===== src/sv/spdl_pkg.sv =====
// ============================================================================
// spdl_pkg
// Shared types and constants of the sorted pair distance list.
// ============================================================================
package spdl_pkg;

    localparam int DIST_W = 32;
    localparam int ID_W   = 10;
    localparam int CMD_W  = 2;

    // command queue between front and back
    localparam int QUEUE_DEPTH = 2;
    localparam int QPTR_W      = (QUEUE_DEPTH > 1) ? $clog2(QUEUE_DEPTH) : 1;
    localparam int QCNT_W      = $clog2(QUEUE_DEPTH + 1);

    // command codes on the input port
    localparam logic [CMD_W-1:0] CMD_CLEAR  = 2'd0;
    localparam logic [CMD_W-1:0] CMD_INSERT = 2'd1;
    localparam logic [CMD_W-1:0] CMD_DELETE = 2'd2;

    typedef enum logic [1:0] {
        OP_CLEAR,
        OP_INSERT,
        OP_DELETE,
        OP_NOP
    } t_op;

    typedef struct packed {
        t_op              op;
        logic [DIST_W-1:0] distance;
        logic [ID_W-1:0]   id_a;
        logic [ID_W-1:0]   id_b;
    } t_item;

    typedef enum logic {
        ST_IDLE,
        ST_SORT
    } t_state;

    typedef enum logic [2:0] {
        CELL_HOLD,
        CELL_CLEAR,
        CELL_INSERT,
        CELL_MARK,
        CELL_SWAP,
        CELL_FINISH
    } t_cell_op;

endpackage


===== src/sv/spdl_front.sv =====
// ============================================================================
// spdl_front
// Command front end: decodes each accepted command and holds it in a short
// queue until the list back end takes it.
// ============================================================================
module spdl_front (
    input  logic                         i_clk,
    input  logic                         i_rst_n,
    input  logic                         i_start,
    output logic                         o_busy,
    input  logic [spdl_pkg::CMD_W-1:0]   i_command,
    input  logic [spdl_pkg::DIST_W-1:0]  i_new_distance,
    input  logic [spdl_pkg::ID_W-1:0]    i_particle_a,
    input  logic [spdl_pkg::ID_W-1:0]    i_particle_b,
    output logic                         o_q_valid,
    output spdl_pkg::t_item              o_q_item,
    input  logic                         i_q_pop
);

    spdl_pkg::t_item                 r_q [spdl_pkg::QUEUE_DEPTH];
    logic [spdl_pkg::QPTR_W-1:0]     r_wr_ptr;
    logic [spdl_pkg::QPTR_W-1:0]     r_rd_ptr;
    logic [spdl_pkg::QCNT_W-1:0]     r_count;
    logic                            w_push;
    spdl_pkg::t_item                 w_item;

    always_comb begin
        w_item.distance = i_new_distance;
        w_item.id_a     = i_particle_a;
        w_item.id_b     = i_particle_b;
        unique case (i_command)
            spdl_pkg::CMD_CLEAR:  w_item.op = spdl_pkg::OP_CLEAR;
            spdl_pkg::CMD_INSERT: w_item.op = spdl_pkg::OP_INSERT;
            spdl_pkg::CMD_DELETE: w_item.op = spdl_pkg::OP_DELETE;
            default:              w_item.op = spdl_pkg::OP_NOP;
        endcase
    end

    assign o_busy    = (r_count == spdl_pkg::QCNT_W'(spdl_pkg::QUEUE_DEPTH));
    assign w_push    = i_start && !o_busy;
    assign o_q_valid = (r_count != '0);
    assign o_q_item  = r_q[r_rd_ptr];

    always_ff @(posedge i_clk) begin
        if (w_push) begin
            r_q[r_wr_ptr] <= w_item;
        end
    end

    always_ff @(posedge i_clk) begin
        if (!i_rst_n) begin
            r_wr_ptr <= '0;
            r_rd_ptr <= '0;
            r_count  <= '0;
        end else begin
            if (w_push) begin
                r_wr_ptr <= (r_wr_ptr == spdl_pkg::QPTR_W'(spdl_pkg::QUEUE_DEPTH - 1))
                            ? '0 : r_wr_ptr + 1'b1;
            end
            if (i_q_pop) begin
                r_rd_ptr <= (r_rd_ptr == spdl_pkg::QPTR_W'(spdl_pkg::QUEUE_DEPTH - 1))
                            ? '0 : r_rd_ptr + 1'b1;
            end
            if (w_push && !i_q_pop) begin
                r_count <= r_count + 1'b1;
            end else if (!w_push && i_q_pop) begin
                r_count <= r_count - 1'b1;
            end
        end
    end

    a_pop_not_empty: assert property (@(posedge i_clk) disable iff (!i_rst_n)
        i_q_pop |-> (r_count != '0))
        else $error("queue popped while empty");

    a_count_bound: assert property (@(posedge i_clk) disable iff (!i_rst_n)
        r_count <= spdl_pkg::QCNT_W'(spdl_pkg::QUEUE_DEPTH))
        else $error("queue count overflow");

    a_push_grows: assert property (@(posedge i_clk) disable iff (!i_rst_n)
        (w_push && !i_q_pop) |=> (r_count == $past(r_count) + 1'b1))
        else $error("push without pop did not grow queue");

endmodule


===== config.mk =====
export PLATFORM = sky130hd
export DESIGN_NAME = spdl_front
export DESIGN_NICKNAME = d
export VERILOG_FILES = /design/src/sv/spdl_pkg.sv /design/src/sv/spdl_front.sv
export SDC_FILE = /design/constraint.sdc
export NUM_CORES = 1
export LEC_CHECK = 0
export ABC_AREA = 1
export BUFFER_PORTS_ARGS = -buffer_cell sky130_fd_sc_hd__buf_4
export CORE_ASPECT_RATIO = 0.8
export CORE_MARGIN = 2
export CORE_UTILIZATION = 24
export DETAILED_ROUTE_END_ITERATION = 16
export PLACE_DENSITY = 0.52
export SYNTH_ARGS = -nofsm -noshare
export SYNTH_HDL_FRONTEND = slang
export SYNTH_SLANG_ARGS = --single-unit
export TNS_END_PERCENT = 20

===== constraint.sdc =====
create_clock -name i_clk -period 4.95 [get_ports i_clk]
set_input_delay 1.485 -clock i_clk [delete_from_list [all_inputs] [get_ports i_clk]]
set_output_delay 1.485 -clock i_clk [all_outputs]
set_load 0.02 [all_outputs]

==> results.md, run 1 <==
* Status: finished, final reports clean
* Ports at 114
* Net switching power at 595.3 µW
* DR WL/cell at 14.30 µm
* Critical Path Fanout Max at 54
* YS warnings at 0
* DP HPWL at 5248 µm
* RR Startpoint: r_count[1]
* Critical path type: reg2out
* Post-Synth Adder-Cell Area at 0.2847%
* Endpoints failing hold at 0
* Die height at 125.0 µm
* Routability cong. at 0.6497
* Post-Syn Area at 4395 µm²
* Power share of the clock group at 40.5%
* CTS tree: built
* Post-synthesis mux area share at 18.10%
* Vias after detailed routing at 2227
* Largest net degree at the start of global routing at 55
* Req. time, crit path at 3.46 ns
* Pre-Repair DR Iteration Count at 4
* CP Cell Sequence: mux2_2 > buf_4
* Worst-Margin Slew at 1.037 ns
* DRC at 0
* Peak supply drop at 0.2376 mV
* Max-slew headroom at 30.90%
* Clk root buf: clkbuf_16
* Sequential Power Share at 45.4%
* Pint at 1.999 mW
* Clk sink count at 113
* CTS resizes at 0
* Setup violators final at 0
* Compound-gate portion of the synthesized area at 0.5408%
* Crit path time final at 3.503 ns
* Power per cell area at 433.6 nW/µm²
* Hold WC Path Type: reg2reg
* Vias in the first global route at 2359
* Core ar. at 18060 µm²
* Simple-gate share of the synthesized area at 1.623%
* Total grt overflow at 0
* DRT antenna net count at 0
* Reg clk slew, reported paths at 0.05 ns
* # hold bufs at CTS at 0
* Clock Latency Late Sink at 0.40 ns
* First-pass GRT wire length at 12400 µm
* Initial drt markers at 99
* Vias/cell at 3.880
* Slowest cell on the critical path: dfxtp_4
* Die ar. at 19420 µm²
* Final nets at 391
* Critical Path AT at 2.02 ns
* Pins Over Slew Limit at 0
* Top cell type's share of synthesized area at 73.78%
* Cell taking the most area after synthesis: edfxtp_1
* Peak Freq at 285.4 MHz
* WL final at 8210 µm
* Setup Total Neg Slack at 0 ns
* Synthesized instance count at 206
* Seq/Total Area, Yosys at 76.06%
* Rows at 44
* Final period util at 70.78%
* Ant diodes at 0
* CTS max path bufs at 2
* Gate power share at 14.1%
* Area growth syn-to-layout at 36.09%
* Syn nets at 265
* Initial antenna violation count at 0
* Critical Path End Type: output port
* Sw frac at 22.95%
* Post-CTS Setup Inserts at 0
* Xor/xnor cell area share of the yosys netlist at 0%
* Crit path max-delay family: flip-flops
* GRT Total Usage at 8.846%
* Hold Crit Start: r_rd_ptr
* Filler instances at 1776
* Reg-to-reg slack, setup at 3.09 ns
* Leakage at 2.348 nW
* H-tree depth at 4
* Post-synth cell types at 16
* Die Wd at 155.3 µm
* Initial Utilization at 24.34%
* Area contributors post-synth: edfxtp_1 74%, mux2_4 17%, buf_12 2.3%
* Worst slack, placed at 1.798 ns
* Max Cap Violations at 0
* Inserted Clock Buffers at 17
* #FFs+latches synth at 113
* Ratio of cells with drive above 1 in the final layout at 56.98%
* RSZ-0062 raised after global routing: false
* CP max stage delay at 1.03 ns
* Critical Path Start Type: flip-flop
* Worst clock skew at 0.005538 ns
* Syn_area_per_cell at 21.34 µm²
* Largest family of logic cells by synthesized area: multiplexers
* PortBufs at 113
* Setup ws final at 1.447 ns
* WP buf/inv at 1
[sequential cells by signal (all words and copies together) (netlist names), named ones only]
name      flops
r_q         108
r_count       2
r_wr_ptr      1
r_rd_ptr      1
[area by class of cell]
type                       instances  area [µm²]  share of cell area, %
clock buffer                      21       440.4                  7.362
sequential                       113        3347                  55.95
multi-input combinational         77       918.4                  15.35
tap                              230       287.8                  4.811
timing repair buffer             115       888.4                  14.85
clock inverter                    10       70.07                  1.171
inverter                           8       30.03                 0.5020
[power by group through the flow]
| stage | sequential (mW) | combinational (mW) | clock (mW) |
|---|---|---|---|
| 6_report | 1.18 | 0.365 | 1.05 |
| 3_5_place_dp | 1.20 | 0.373 | 0 |
| 5_1_grt | 1.19 | 0.391 | 1.14 |
| 4_1_cts | 1.18 | 0.374 | 1.09 |
| 2_1_floorplan | 1.18 | 0.237 | 0 |
| 3_3_place_gp | 1.19 | 0.369 | 0 |
[path summary, 6_finish.rpt]
path / to / cells past startpoint
worst max-delay path: o_q_item[35] / 2
worst min-delay path: flip-flop / 2
worst max register to register: r_q[0][4] / 4
worst min register to register: flip-flop / 2
[metrics by stage]
stage	power, mW	cell area (µm²)	utilization [%]	hold WS, ns	std cells
final	2.594	5982	33.13	0.4922	574
after global routing	2.712	5982	33.13	0.5453	574
after detailed placement	1.571	5472	30.30	0.4827	543
after CTS	2.646	5982	33.13	0.4966	574
after global placement	1.563	5472	30.30	0.4718	543
after floorplan	1.415	4395	-	0.4635	206
[cells in the final DEF (no fill, tap or decap), drive strengths merged]
master,netlist,final
mux2,54,54
nand4,1,1
bufinv,0,1
buf,6,115
edfxtp,108,108
clkinv,0,9
ha,1,1
nand3,1,1
o21ai,3,3
inv,8,8
nand2,7,7
a21oi,1,1
dfxtp,5,5
clkbuf,2,21
nor2,9,9
[worst register-to-register path, delay by kind of cell, from the launching register on]
family	cells	cell delay (ns)
AO/OA/AOI/OAI	1	0.13
flip-flops	1	0.32
AND/OR/NAND/NOR	1	0.66
buffers and inverters	2	0.43
[cell families (layout without fill, tap and decap cells)]
group / Yosys count / after routing
compound gates: 4 / 4
simple gates: 18 / 18
flops: 113 / 113
fa+ha+maj: 1 / 1
mux: 54 / 54
buf+inv: 16 / 154
[routing by layer]
layer	up-vias	part of all wire, %	global-route usage, %
met4	0	1.6	4.209
met2	72	48	13.70
met3	9	6.3	4.471
met1	1108	44	10.22
met5	-	0	0
li1	1038	-	-
[cells in the mapped netlist]
master    count
edfxtp_1    108
mux2_4       50
nor2_1        9
inv_1         8
nand2_1       7
buf_12        5
dfxtp_1       5
mux2_2        4
clkbuf_1      2
o21ai_0       2
a21oi_1       1
buf_6         1
ha_1          1
nand3_1       1
nand4_1       1
o21ai_2       1
Note: power is estimated with default switching activity, not from simulation.
==> run 2, diff against run 1 <==
--- a/config.mk
+++ b/config.mk
@@ -11,7 +11,7 @@
 export CORE_MARGIN = 2
 export CORE_UTILIZATION = 24
 export DETAILED_ROUTE_END_ITERATION = 16
-export PLACE_DENSITY = 0.52
+export PLACE_DENSITY = 0.53
 export SYNTH_ARGS = -nofsm -noshare
 export SYNTH_HDL_FRONTEND = slang
 export SYNTH_SLANG_ARGS = --single-unit
==> constraint.sdc (replaced) <==
create_clock -name i_clk -period 2.95 [get_ports i_clk]
set_input_delay 0.885 -clock i_clk [delete_from_list [all_inputs] [get_ports i_clk]]
set_output_delay 0.885 -clock i_clk [all_outputs]
set_load 0.02 [all_outputs]
==> results.md, run 2 (synthesized netlist as in run 1, its figures left out) <==
* PortBufs at 113 (unchanged)
* Hold WC Path Type: reg2reg (unchanged)
* Largest registers: r_q: 108 flops, r_count: 2 flops (unchanged)
* Status: finished, final reports clean (unchanged)
* Ant diodes at 0 (unchanged)
* Clk sink count at 113 (unchanged)
* Critical Path Fanout Max at 54 (unchanged)
* Critical Path Start Type: flip-flop (unchanged)
* Routability cong. at 0.6587 (was 0.6497)
* Initial drt markers at 96 (was 99)
* Leakage at 2.367 nW (was 2.348 nW)
* Die ar. at 19420 µm² (unchanged)
* Final nets at 393 (was 391)
* Initial antenna violation count at 0 (unchanged)
* Crit path time final at 2.559 ns
* CTS resizes at 0 (unchanged)
* Most flops, register: r_q (unchanged)
* Req. time, crit path at 2.07 ns (was 3.46 ns)
* Endpoints failing hold at 0 (unchanged)
* Slowest cell on the critical path: mux2_2 (was dfxtp_4)
* Vias in the first global route at 2371 (was 2359)
* CTS max path bufs at 2 (unchanged)
* CTS tree: built (unchanged)
* DP HPWL at 5187 µm (was 5248 µm)
* Peak Freq at 390.7 MHz
* Post-CTS Setup Inserts at 0 (unchanged)
* Commonest non-fill, non-tap cell in the layout: buf_4 (unchanged)
* Reg clk slew, reported paths at 0.05 ns (about the same)
* H-tree depth at 4 (unchanged)
* Critical Path AT at 1.67 ns (was 2.02 ns)
* Clk root buf: clkbuf_16 (unchanged)
* DRC at 0 (unchanged)
* Pins Over Slew Limit at 0 (unchanged)
* Setup violators final at 0 (unchanged)
* Max FFs per register at 108 (unchanged)
* DRT antenna net count at 0 (unchanged)
* DR WL/cell at 14.17 µm (was 14.30 µm)
* Clock Latency Late Sink at 0.40 ns (about the same)
* Setup Total Neg Slack at 0 ns (unchanged)
* # hold bufs at CTS at 0 (unchanged)
* Worst-Margin Slew at 0.4708 ns (was 1.037 ns)
* Vias/cell at 3.873 (was 3.880)
* Area growth syn-to-layout at 36.98% (was 36.09%)
* Final hold slack at 0.5048 ns (was 0.4922 ns)
* Largest net degree at the start of global routing at 55 (unchanged)
* Pre-Repair DR Iteration Count at 4 (unchanged)
* Rows at 44 (unchanged)
* WL final at 8164 µm (was 8210 µm)
* Vias after detailed routing at 2231 (was 2227)
* First-pass GRT wire length at 12360 µm (was 12400 µm)
* Power per cell area at 739.9 nW/µm² (was 433.6 nW/µm²)
* RSZ-0062 raised after global routing: false (unchanged)
* Pwr Total at 4.455 mW (was 2.594 mW)
* Die height at 125.0 µm (unchanged)
* Core ar. at 18060 µm² (unchanged)
* Critical path type: reg2out (unchanged)
* CP max stage delay at 0.39 ns (was 1.03 ns)
* Inserted Clock Buffers at 17 (unchanged)
* Peak supply drop at 0.3563 mV (was 0.2376 mV)
* Non-filler instance count after layout at 576 (was 574)
* Initial Utilization at 24.34% (unchanged)
* Critical Path End Type: output port (unchanged)
* Final period util at 86.76%
* CP Cell Sequence: buf_12 > mux2_2 > buf_4 (was mux2_2 > buf_4)
* Worst clock skew at 0.004630 ns (was 0.005538 ns)
* Final Util at 33.34% (was 33.13%)
* Ports at 114 (unchanged)
* Most frequent cells in the layout: 115 x buf_4, 108 x edfxtp_1, 50 x mux2_4, 17 x clkbuf_16, 8 x inv_1 (was 113 x buf_4, 108 x edfxtp_1, 50 x mux2_4, 17 x clkbuf_16, 8 x inv_1)
* Ratio of cells with drive above 1 in the final layout at 56.94% (was 56.98%)
* Die Wd at 155.3 µm (unchanged)
* GRT Total Usage at 8.714% (was 8.846%)
* Max Cap Violations at 0 (unchanged)
* Post-Place Cells at 545 (was 543)
* Max-slew headroom at 68.61% (was 30.90%)
* Total grt overflow at 0 (unchanged)
[run 2: cell types whose count changed in the layout (fill, tap and decap cells not counted)]
cell and change:
clkinv_2 -2, buf_4 +2, clkinv_1 +1, bufinv_16 +1
[run 2: layer usage]
layer | track usage (%) | vias to the layer above | routed length [µm]
li1 | - | 1042 | -
met2 | 13.75 | 72 | 3943
met5 | 0 | - | 0
met3 | 4.957 | 11 | 567
met4 | 3.292 | 0 | 87
met1 | 9.843 | 1106 | 3564
[run 2: worst max-delay path: cells and delay by family (launching register included)]
kind / cells / cell delay [ns]
buffers and inverters: 2 / 0.50
muxes: 1 / 0.39
DFF: 1 / 0.34
[run 2: stage by stage]
stage,setup WS (ns),cell area (µm²)
6_report,0.3905,6021
5_1_grt,0.3046,6021
4_1_cts,0.3291,6021
3_5_place_dp,0.7823,5487
3_3_place_gp,0.7990,5487
2_1_floorplan,-0.7293,4395
[run 2: worst paths after layout]
path | to | start | cells past startpoint | slack [ns]
setup / recovery | o_q_item[29] | flip-flop | 3 | 0.39
setup reg to reg | r_count[1] | r_count[1] | 9 | 1.35
hold / removal | flip-flop | r_rd_ptr | 2 | 0.50
hold reg to reg | flip-flop | r_rd_ptr | 2 | 0.50
[run 2: where the power goes]
part	leakage, nW	switching [mW]	internal [mW]	total (mW)
Clock	0.262	0.652	1.21	1.87
Sequential	1.05	0.0332	1.91	1.95
Combinational	1.06	0.330	0.312	0.642
Total	2.37	1.01	3.44	4.46
[run 2: layout make-up]
class                   count  area, µm²
clock buffers              21      440.4
clock inverters            10      93.84
fillers                  1760      12040
inverters                   8      30.03
multi-input cells          77      918.4
flip-flops and latches    113       3347
well taps                 230      287.8
repair buffers            117      903.4
==> run 3, diff against run 2 <==
--- a/config.mk
+++ b/config.mk
@@ -9,9 +9,9 @@
 export BUFFER_PORTS_ARGS = -buffer_cell sky130_fd_sc_hd__buf_4
 export CORE_ASPECT_RATIO = 0.8
 export CORE_MARGIN = 2
-export CORE_UTILIZATION = 24
+export CORE_UTILIZATION = 47
 export DETAILED_ROUTE_END_ITERATION = 16
-export PLACE_DENSITY = 0.53
+export PLACE_DENSITY = 0.84
 export SYNTH_ARGS = -nofsm -noshare
 export SYNTH_HDL_FRONTEND = slang
 export SYNTH_SLANG_ARGS = --single-unit
==> constraint.sdc (replaced) <==
create_clock -name i_clk -period 2.95 [get_ports i_clk]
set_input_delay 0.885 -clock i_clk [delete_from_list [all_inputs] [get_ports i_clk]]
set_output_delay 0.885 -clock i_clk [all_outputs]
set_load 0.005 [all_outputs]
==> results.md, run 3 (synthesized netlist as in run 1, its figures left out) <==
* DR WL/cell at 15.69 µm (was 14.17 µm)
* Critical Path AT at 1.56 ns (was 1.67 ns)
* Slowest cell on the critical path: dfxtp_4 (was mux2_2)
* Sw frac at 21.45% (was 22.78%)
* Vias in the first global route at 2375 (was 2371)
* Critical Path Fanout Max at 20 (was 54)
* Critical Path End Type: output port (unchanged)
* Clock Latency Late Sink at 0.39 ns (was 0.40 ns)
* CTS resizes at 0 (unchanged)
* Ratio of cells with drive above 1 in the final layout at 58.50% (was 56.94%)
* Sequential Power Share at 47.0% (was 43.7%)
* Met1 wire length at 3011 µm (was 3564 µm)
* Inserted Clock Buffers at 17 (unchanged)
* Gate power share at 12.5% (was 14.4%)
* Reg-to-reg slack, setup at 1.39 ns (was 1.35 ns)
* Largest net degree at the start of global routing at 35 (was 55)
* Peak supply drop at 0.4469 mV (was 0.3563 mV)
* Max-slew headroom at 74.45% (was 68.61%)
* Endpoints failing hold at 0 (unchanged)
* Worst clock skew at 0.006980 ns (was 0.004630 ns)
* Most frequent cells in the layout: 118 x buf_4, 108 x edfxtp_1, 50 x mux2_4, 17 x clkbuf_16, 8 x inv_1 (was 115 x buf_4, 108 x edfxtp_1, 50 x mux2_4, 17 x clkbuf_16, 8 x inv_1)
* Pre-Repair DR Iteration Count at 4 (unchanged)
* DP HPWL at 4802 µm (was 5187 µm)
* Clk sink count at 113 (unchanged)
* Hold WC Path Type: reg2reg (unchanged)
* DRC at 0 (unchanged)
* RSZ-0062 raised after global routing: false (unchanged)
* Setup violators final at 0 (unchanged)
* Largest registers: r_q: 108 flops, r_count: 2 flops (unchanged)
* PortBufs at 113 (unchanged)
* DRT antenna net count at 0 (unchanged)
* Ant diodes at 0 (unchanged)
* Peak Freq at 409.8 MHz (was 390.7 MHz)
* Core ar. at 9076 µm² (was 18060 µm²)
* Vias/cell at 4.760 (was 3.873)
* Initial drt markers at 63 (was 96)
* CTS tree: built (unchanged)
* Critical path type: reg2out (unchanged)
* Max FFs per register at 108 (unchanged)
* Most flops, register: r_q (unchanged)
* Crit path time final at 2.440 ns (was 2.559 ns)
* Area growth syn-to-layout at 33.02% (was 36.98%)
* Final period util at 82.72% (was 86.76%)
* Crit path max-delay family: buffers and inverters (unchanged)
* Leakage at 2.343 nW (was 2.367 nW)
* Setup Total Neg Slack at 0 ns (unchanged)
* Non-filler instance count after layout at 462 (was 576)
* Initial Utilization at 48.43% (was 24.34%)
* Critical Path Start Type: flip-flop (unchanged)
* Req. time, crit path at 2.07 ns (about the same)
* Pint at 3.262 mW (was 3.440 mW)
* Net switching power at 890.6 µW (was 1.015 mW)
* GRT Total Usage at 14.90% (was 8.714%)
* Pins Over Slew Limit at 0 (unchanged)
* Commonest non-fill, non-tap cell in the layout: buf_4 (unchanged)
* Die ar. at 10150 µm² (was 19420 µm²)
* CTS max path bufs at 2 (unchanged)
* Power per cell area at 710.2 nW/µm² (was 739.9 nW/µm²)
* Vias after detailed routing at 2199 (was 2231)
* First-pass GRT wire length at 11400 µm (was 12360 µm)
* Final Util at 64.42% (was 33.34%)
* Status: finished, final reports clean (unchanged)
* Routed wl met3 at 390 µm (was 567 µm)
* Met2 WL at 3781 µm (was 3943 µm)
* Total grt overflow at 0 (unchanged)
* Initial antenna violation count at 0 (unchanged)
* Post-CTS Setup Inserts at 0 (unchanged)
* Reg clk slew, reported paths at 0.05 ns (about the same)
* # hold bufs at CTS at 0 (unchanged)
* CP max stage delay at 0.35 ns (was 0.39 ns)
* Post-Place Cells at 432 (was 545)
* Clk root buf: clkbuf_16 (unchanged)
* Ports at 114 (unchanged)
* Die height at 90.50 µm (was 125.0 µm)
* Worst-Margin Slew at 0.3832 ns (was 0.4708 ns)
* H-tree depth at 4 (unchanged)
* Crit-path most repeated cell: buf_4
* Power share of the clock group at 40.5% (was 41.9%)
* CP Cell Sequence: buf_4 > mux2_4 > buf_4 (was buf_12 > mux2_2 > buf_4)
* Routability cong. at 0.6895 (was 0.6587)
* WL final at 7248 µm (was 8164 µm)
* Die Wd at 112.1 µm (was 155.3 µm)
* Final hold slack at 0.4949 ns (was 0.5048 ns)
* Rows at 31 (was 44)
* Max Cap Violations at 0 (unchanged)
* DR top layer: met4 (unchanged)
* Final nets at 395 (was 393)
* WP buf/inv at 2 (unchanged)
-- run 3: final cells by class --
| cell class | instances | area, µm² |
|---|---|---|
| clock buffer | 18 | 429.2 |
| clock inverter | 12 | 72.57 |
| fill | 660 | 3229 |
| inverter | 8 | 30.03 |
| multi-input combinational | 77 | 918.4 |
| sequential | 113 | 3347 |
| tap | 115 | 143.9 |
| timing repair buffer | 119 | 905.9 |
-- run 3: power by group through the flow --
stage	combinational, mW	sequential (mW)	clock (mW)
after floorplan	0.283	1.98	0
after global placement	0.519	1.97	0
after detailed placement	0.529	1.98	0
after CTS	0.532	1.95	1.72
after global routing	0.565	1.96	1.81
final	0.520	1.95	1.68
-- run 3: worst register-to-register path: stages (launching register included) --
cell and delay [ns]:
dfxtp_1 0.33, inv_1 0.08, o21ai_2 0.29, inv_1 0.10, ha_1 0.32, inv_1 0.09
nand3_1 0.08, nand2_1 0.06, inv_1 0.04, nor2_1 0.10
-- run 3: final timing paths --
| check | startpoint | endpoint | depth (start not counted) |
|---|---|---|---|
| max | flip-flop | o_q_item[24] | 3 |
| min | r_rd_ptr | r_rd_ptr | 2 |
| max reg2reg | r_count[1] | r_count[1] | 9 |
| min reg2reg | r_rd_ptr | r_rd_ptr | 2 |
-- run 3: stage by stage --
| step | setup slack, ns | instance area, µm² | power, mW |
|---|---|---|---|
| 2_1_floorplan | -0.7293 | 4395 | 2.261 |
| 3_3_place_gp | 0.9142 | 5345 | 2.491 |
| 3_5_place_dp | 0.9084 | 5345 | 2.511 |
| 4_1_cts | 0.4887 | 5847 | 4.205 |
| 5_1_grt | 0.4532 | 5847 | 4.339 |
| 6_report | 0.5097 | 5847 | 4.153 |
-- run 3: per-layer routing --
metal	GRT usage, %	vias to the layer above
met3	5.369	8
met2	24.65	70
met4	5.488	0
met1	18.08	1072
met5	0	-
li1	-	1049
